===== src/sv/haversine_distance_unit_defines.svh =====
// ---------------------------------------------------------------------------
// Haversine distance unit - assertion macros
// Shared assertion forms for the modules that check their own logic.
// ---------------------------------------------------------------------------
`ifndef HAVERSINE_DISTANCE_UNIT_DEFINES_SVH
`define HAVERSINE_DISTANCE_UNIT_DEFINES_SVH

// Same-cycle implication, disabled while reset is asserted.
`define HVD_ASSERT(label, clk, rst_n, ante, cons, msg) \
	label: assert property (@(posedge clk) disable iff (!rst_n) (ante) |-> (cons)) \
		else $error(msg);

// Next-cycle implication, disabled while reset is asserted.
`define HVD_ASSERT_NXT(label, clk, rst_n, ante, cons, msg) \
	label: assert property (@(posedge clk) disable iff (!rst_n) (ante) |=> (cons)) \
		else $error(msg);

`endif


===== src/sv/hvd_pkg.sv =====
// ---------------------------------------------------------------------------
// Haversine distance unit - package
// Fixed-point constants, the arctangent table and shared helper functions.
// ---------------------------------------------------------------------------
package hvd_pkg;

	// Angle and CORDIC datapath word: signed, 30 fraction bits.
	typedef logic signed [33:0] ang_t;

	// Control that travels alongside the front pipeline.
	typedef struct packed {
		logic valid;
		logic dlat_neg;
		logic dlon_neg;
		logic flip1;
		logic flip2;
	} fr_ctl_t;

	localparam logic [31:0]        PI_Q30        = 32'd3373259426;
	localparam logic signed [33:0] GAIN_Q30      = 34'sd652032874;
	localparam logic [30:0]        ONE_Q30       = 31'd1073741824;
	localparam logic [31:0]        HALF_TURN     = 32'd1800000000;
	localparam logic [31:0]        QUARTER_TURN  = 32'd900000000;
	localparam logic [31:0]        FULL_TURN     = 32'd3600000000;
	localparam logic signed [33:0] HALF_TURN_S   = 34'sd1800000000;
	localparam logic signed [33:0] FULL_TURN_S   = 34'sd3600000000;
	localparam logic [34:0]        OUT_MAX       = 35'h7_FFFF_FFFF;
	localparam logic [22:0]        RADIUS_RESET  = 23'd6371000;
	// floor(2^63 / FULL_TURN), the reciprocal used by the divider.
	localparam logic [31:0]        DIV_RECIP     = 32'd2562047788;
	localparam int                 QUEUE_DEPTH   = 4;
	localparam int                 QUEUE_AW      = 2;
	// Pipeline depth of the divider by a full turn.
	localparam int                 DIV_STEPS     = 4;
	localparam int                 SQRT_STEPS    = 31;

	// Arctangent of 2^-i in Q30.
	function automatic logic [31:0] atan_q30(input logic [4:0] i);
		logic [31:0] v;
		unique case (i)
			5'd0:  v = 32'h3243F6A8;
			5'd1:  v = 32'h1DAC6705;
			5'd2:  v = 32'h0FADBAFC;
			5'd3:  v = 32'h07F56EA6;
			5'd4:  v = 32'h03FEAB76;
			5'd5:  v = 32'h01FFD55B;
			5'd6:  v = 32'h00FFFAAA;
			5'd7:  v = 32'h007FFF55;
			5'd8:  v = 32'h003FFFEA;
			5'd9:  v = 32'h001FFFFD;
			5'd10: v = 32'h000FFFFF;
			5'd11: v = 32'h0007FFFF;
			5'd12: v = 32'h0003FFFF;
			5'd13: v = 32'h0001FFFF;
			5'd14: v = 32'h0000FFFF;
			5'd15: v = 32'h00007FFF;
			5'd16: v = 32'h00003FFF;
			5'd17: v = 32'h00001FFF;
			5'd18: v = 32'h00000FFF;
			5'd19: v = 32'h000007FF;
			5'd20: v = 32'h000003FF;
			5'd21: v = 32'h000001FF;
			5'd22: v = 32'h000000FF;
			5'd23: v = 32'h0000007F;
			5'd24: v = 32'h0000003F;
			5'd25: v = 32'h0000001F;
			5'd26: v = 32'h0000000F;
			5'd27: v = 32'h00000008;
			5'd28: v = 32'h00000004;
			5'd29: v = 32'h00000002;
			5'd30: v = 32'h00000001;
			default: v = 32'h00000000;
		endcase
		return v;
	endfunction

	// Q30 product rounded half up.
	function automatic ang_t mul_q30(input ang_t a, input ang_t b);
		logic signed [67:0] p;
		p = 68'(a) * 68'(b) + 68'sd536870912;
		return 34'(p >>> 30);
	endfunction

endpackage


===== src/sv/hvd_queue.sv =====
// ---------------------------------------------------------------------------
// Haversine distance unit - decoupling queue
// Short FIFO carrying the haversine term from the front end to the back end.
// The read data is registered and holds the entry taken at the last pop.
// ---------------------------------------------------------------------------
`include "haversine_distance_unit_defines.svh"

module hvd_queue (
	input  logic        clk,
	input  logic        arst_n,
	input  logic        push,
	input  logic [30:0] wdata,
	input  logic        pop,
	output logic        not_empty,
	output logic        full,
	output logic [30:0] rdata
);

	logic [30:0]                  mem_q [0:hvd_pkg::QUEUE_DEPTH-1];
	logic [30:0]                  rdata_q;
	logic [hvd_pkg::QUEUE_AW-1:0] wr_ptr_q, rd_ptr_q;
	logic [hvd_pkg::QUEUE_AW:0]   count_q;

	// Pointer and occupancy bookkeeping.
	always_ff @(posedge clk or negedge arst_n) begin
		if (!arst_n) begin
			wr_ptr_q <= '0;
			rd_ptr_q <= '0;
			count_q  <= '0;
		end else begin
			if (push) wr_ptr_q <= wr_ptr_q + 1'b1;
			if (pop)  rd_ptr_q <= rd_ptr_q + 1'b1;
			unique case ({push, pop})
				2'b10:   count_q <= count_q + 1'b1;
				2'b01:   count_q <= count_q - 1'b1;
				default: count_q <= count_q;
			endcase
		end
	end

	// Storage, with the read registered on a pop.
	always_ff @(posedge clk) begin
		if (push) mem_q[wr_ptr_q] <= wdata;
		if (pop)  rdata_q <= mem_q[rd_ptr_q];
	end

	assign rdata     = rdata_q;
	assign not_empty = count_q != '0;
	assign full      = count_q == (hvd_pkg::QUEUE_AW+1)'(hvd_pkg::QUEUE_DEPTH);

	`HVD_ASSERT(a_no_overflow, clk, arst_n, push, !full || pop, "queue written while full")
	`HVD_ASSERT(a_drain, clk, arst_n, not_empty, pop, "queued request left waiting")
	`HVD_ASSERT(a_no_underflow, clk, arst_n, pop, not_empty, "queue read while empty")
	`HVD_ASSERT_NXT(a_count_up, clk, arst_n, push && !pop, count_q == $past(count_q) + 1'b1, "occupancy did not rise")

endmodule


===== config.mk =====
export PLATFORM = sky130hd
export DESIGN_NAME = hvd_queue
export DESIGN_NICKNAME = d
export VERILOG_FILES = /design/src/sv/hvd_pkg.sv /design/src/sv/hvd_queue.sv
export VERILOG_INCLUDE_DIRS = /design/src /design/src/sv
export SDC_FILE = /design/constraint.sdc
export NUM_CORES = 1
export LEC_CHECK = 0
export ABC_AREA = 1
export BUFFER_PORTS_ARGS = -buffer_cell sky130_fd_sc_hd__buf_2
export CAP_MARGIN = 20
export CORE_UTILIZATION = 25
export CTS_BUF_LIST = sky130_fd_sc_hd__clkbuf_16
export DETAILED_ROUTE_END_ITERATION = 10
export PLACE_DENSITY_LB_ADDON = 0.2
export SETUP_SLACK_MARGIN = 0.3
export SYNTH_ARGS = -nofsm -noshare
export SYNTH_HDL_FRONTEND = slang
export SYNTH_SLANG_ARGS = --single-unit

===== constraint.sdc =====
create_clock -name clk -period 2 [get_ports clk]
set_clock_uncertainty 0.05 [all_clocks]
set_input_delay 0.1 -clock clk [delete_from_list [all_inputs] [get_ports clk]]
set_output_delay 0.1 -clock clk [all_outputs]
set_load 0.1 [all_outputs]

==> flow_metrics.tcl <==
set metrics [dict create \
    clk_pin_slew_worst_paths_ns 0.06 \
    routed-wl-met3_um 538 \
    die_area_um2 26300 \
    wl_per_cell_um 12.8 \
    synth_edf_count 155 \
    fp.dieH_um 162 \
    postPlaceCellArea_um2 7190 \
    overflow 0 \
    cp_slowest_cell "dfrtp_1" \
    cts_made_buffers 17 \
    drv_cap 0 \
    grt_pass1_vias 3670 \
    yosys.area.top_type_share_pct 72.7 \
    r2r_cells 5 \
    synthToLayoutAreaGrowth_pct 26.4 \
    firstDrtPassIters 4 \
    dp_slack_ns 0.505 \
    hpwl_mm 7.72 \
    gp_congestion 0.686 \
    io_pins 68 \
    drc 0 \
    clock_sinks 162 \
    synthTopCellsByArea "edfxtp_1 73%, nand2_1 8.1%, inv_1 4.3%" \
    antenna_found_initial 0 \
    tightest_slew_ns 0.537 \
    syn_area_per_cell_um2 12.8 \
    portBuffers 67 \
    start_util_pct 25.4 \
    viasPerCell 3.88 \
    maxSlewViolCount 0 \
    path_cells "nor2_1 -> nand2_1 -> buf_2" \
    grt_max_degree 75 \
    syn_nets 543 \
    post-route-cell-area_um2 8100 \
    ys_async_sr_fraction_pct 4.32 \
    tns_ns 0 \
    netlist_top_cells_count "155 x edfxtp_1, 138 x nand2_1, 73 x inv_1, 61 x nor2_1, 22 x o211ai_1" \
    synth_warnings 0 \
    hold_viol 0 \
    cpPeakStageDelay_ns 0.47 \
    grt_pass1_wl_mm 19.8 \
    synthCells 502 \
    cts_tree "yes" \
    n_antenna_cell 0 \
    cp-start-kind "flop" \
    die_w_um 162 \
    end_kind "output port" \
    drt_iter0_markers 181 \
    grtUsageTotal_pct 10.1 \
    cts_max_level 4 \
    drt-met1-wl_mm 5.84 \
    drive_gt1_share_pct 20.2 \
    cts_setup_buffers 0 \
    cts_root_buffer "clkbuf_16" \
    synth_seq_cells 162 \
    crit_type "flop to output port" \
    fmax_mhz 628 \
    period_share_pct 79.6 \
    reg2reg_slack_ns 0.53 \
    topRoutingLayerUsed "met4" \
    placementRows 58 \
    setup_viol 0 \
    vdd_drop_max_uv 881 \
    final_nets 653 \
    power_density_nw_per_um2 1620 \
    status "finished clean" \
    fin_ws_ns 0.408 \
    vias 3705 \
    max-slew-margin-rel_pct 64.2 \
    hp-class "input port to asynchronous set/reset pin" \
    finalCriticalPeriod_ns 1.59 \
    drt-total-wl_mm 12.3 \
    synth_top_area_cell "edfxtp_1" \
    dr_wl_met2_mm 5.76 \
    ys_seq_area_share_pct 75.4 \
    cts_buffer_depth 2 \
    crit_required_ns 1.85 \
    ant_nets 0 \
    synthesis.area_um2 6410 \
    core-area_um2 25200 \
    synth_most_common_cell "edfxtp_1" \
    power.leakage_nw 3.27 \
    synth_ff_type "edfxtp_1" \
    synth.distinct_cells 20 \
    cp_max_fo 4 \
    clock_latency_ns 0.42 \
    worstPathArrival_ns 1.44 \
    grt_setup_unrepaired "no" \
    post-route-util_pct 32.2 \
]
layout make-up:
class                   count  area [µm²]
multi-input cells         245        1180
inverters                  74         289
flip-flops and latches    162        4830
well taps                 330         413
fillers                  2488       17100
clock buffers              17         425
clock inverters            15         148
repair buffers            112         808
power breakdown:
group	total, W	internal [W]	switching (W)
Clock	0.00314	0.00175	0.00138
Combinational	0.00498	0.00110	0.00387
Sequential	0.00499	0.00474	0.000256
Total	0.0131	0.00759	0.00551
registers in the layout (all words and copies together) (netlist names):
register	count
mem_q	124
rdata	31
count_q	3
rd_ptr_q	2
wr_ptr_q	2
metal layers:
layer | global-route usage, % | vias up
met2 | 16.3 | 61
met1 | 12.7 | 1757
met5 | 0 | -
li1 | - | 1875
met3 | 3.14 | 12
met4 | 3.47 | 0
final timing paths:
kind	from	endpoint
hold / removal	arst_n	count_q[0]
setup reg to reg	wr_ptr_q[0]	mem_q[2][23]
min in group clk	pop	count_q[0]
setup / recovery	count_q[0]	not_empty
hold reg to reg	count_q[2]	count_q[2]
max in group asynchronous	arst_n	rd_ptr_q[0]
through the flow:
stage,total power [W],instances,hold slack (ns)
floorplan,0.00907,502,-0.246
CTS,0.0133,955,0.0299
detailed placement,0.0101,890,-0.0881
finish,0.0131,955,0.0269
global route,0.0139,955,0.0467
global placement,0.0100,890,-0.0963
worst max-delay path: cells and delay by family, from the launching register on:
kind	cells	cell delay, ns
flip-flops	1	0.47
buffers and inverters	1	0.42
AND/OR/NAND/NOR	2	0.14
cell usage in the layout (no fill, tap or decap), drive strengths merged:
master | netlist | routed
buf | 17 | 78
bufinv | 0 | 1
clkbuf | 4 | 18
clkinv | 0 | 5
clkinvlp | 0 | 5
dfrtp | 7 | 7
dlygate4sd3 | 0 | 33
edfxtp | 155 | 155
fa | 1 | 1
ha | 5 | 5
inv | 74 | 78
nand2 | 138 | 138
nand3 | 1 | 1
nand4 | 1 | 1
nor2 | 61 | 61
nor3 | 1 | 1
o211ai | 31 | 31
o21ai | 2 | 2
xnor2 | 1 | 1
xor2 | 3 | 3
timing repair:
| item | CTS | global route |
|---|---|---|
| hold endpoints to repair | 133 | 0 |
| hold buffers | 33 | 0 |
| setup endpoints to repair | 0 | 1 |
| resized for setup | 0 | 1 |
cell families after synthesis:
family,synth area share [%]
XOR/XNOR,0.547
AO/OA/AOI/OAI,4.49
adder cells (fa/ha/maj),1.29
AND/OR/NAND/NOR,11.9
buffers and inverters,6.37
flip-flops,75.4
Note: power is estimated with default switching activity, not from simulation.
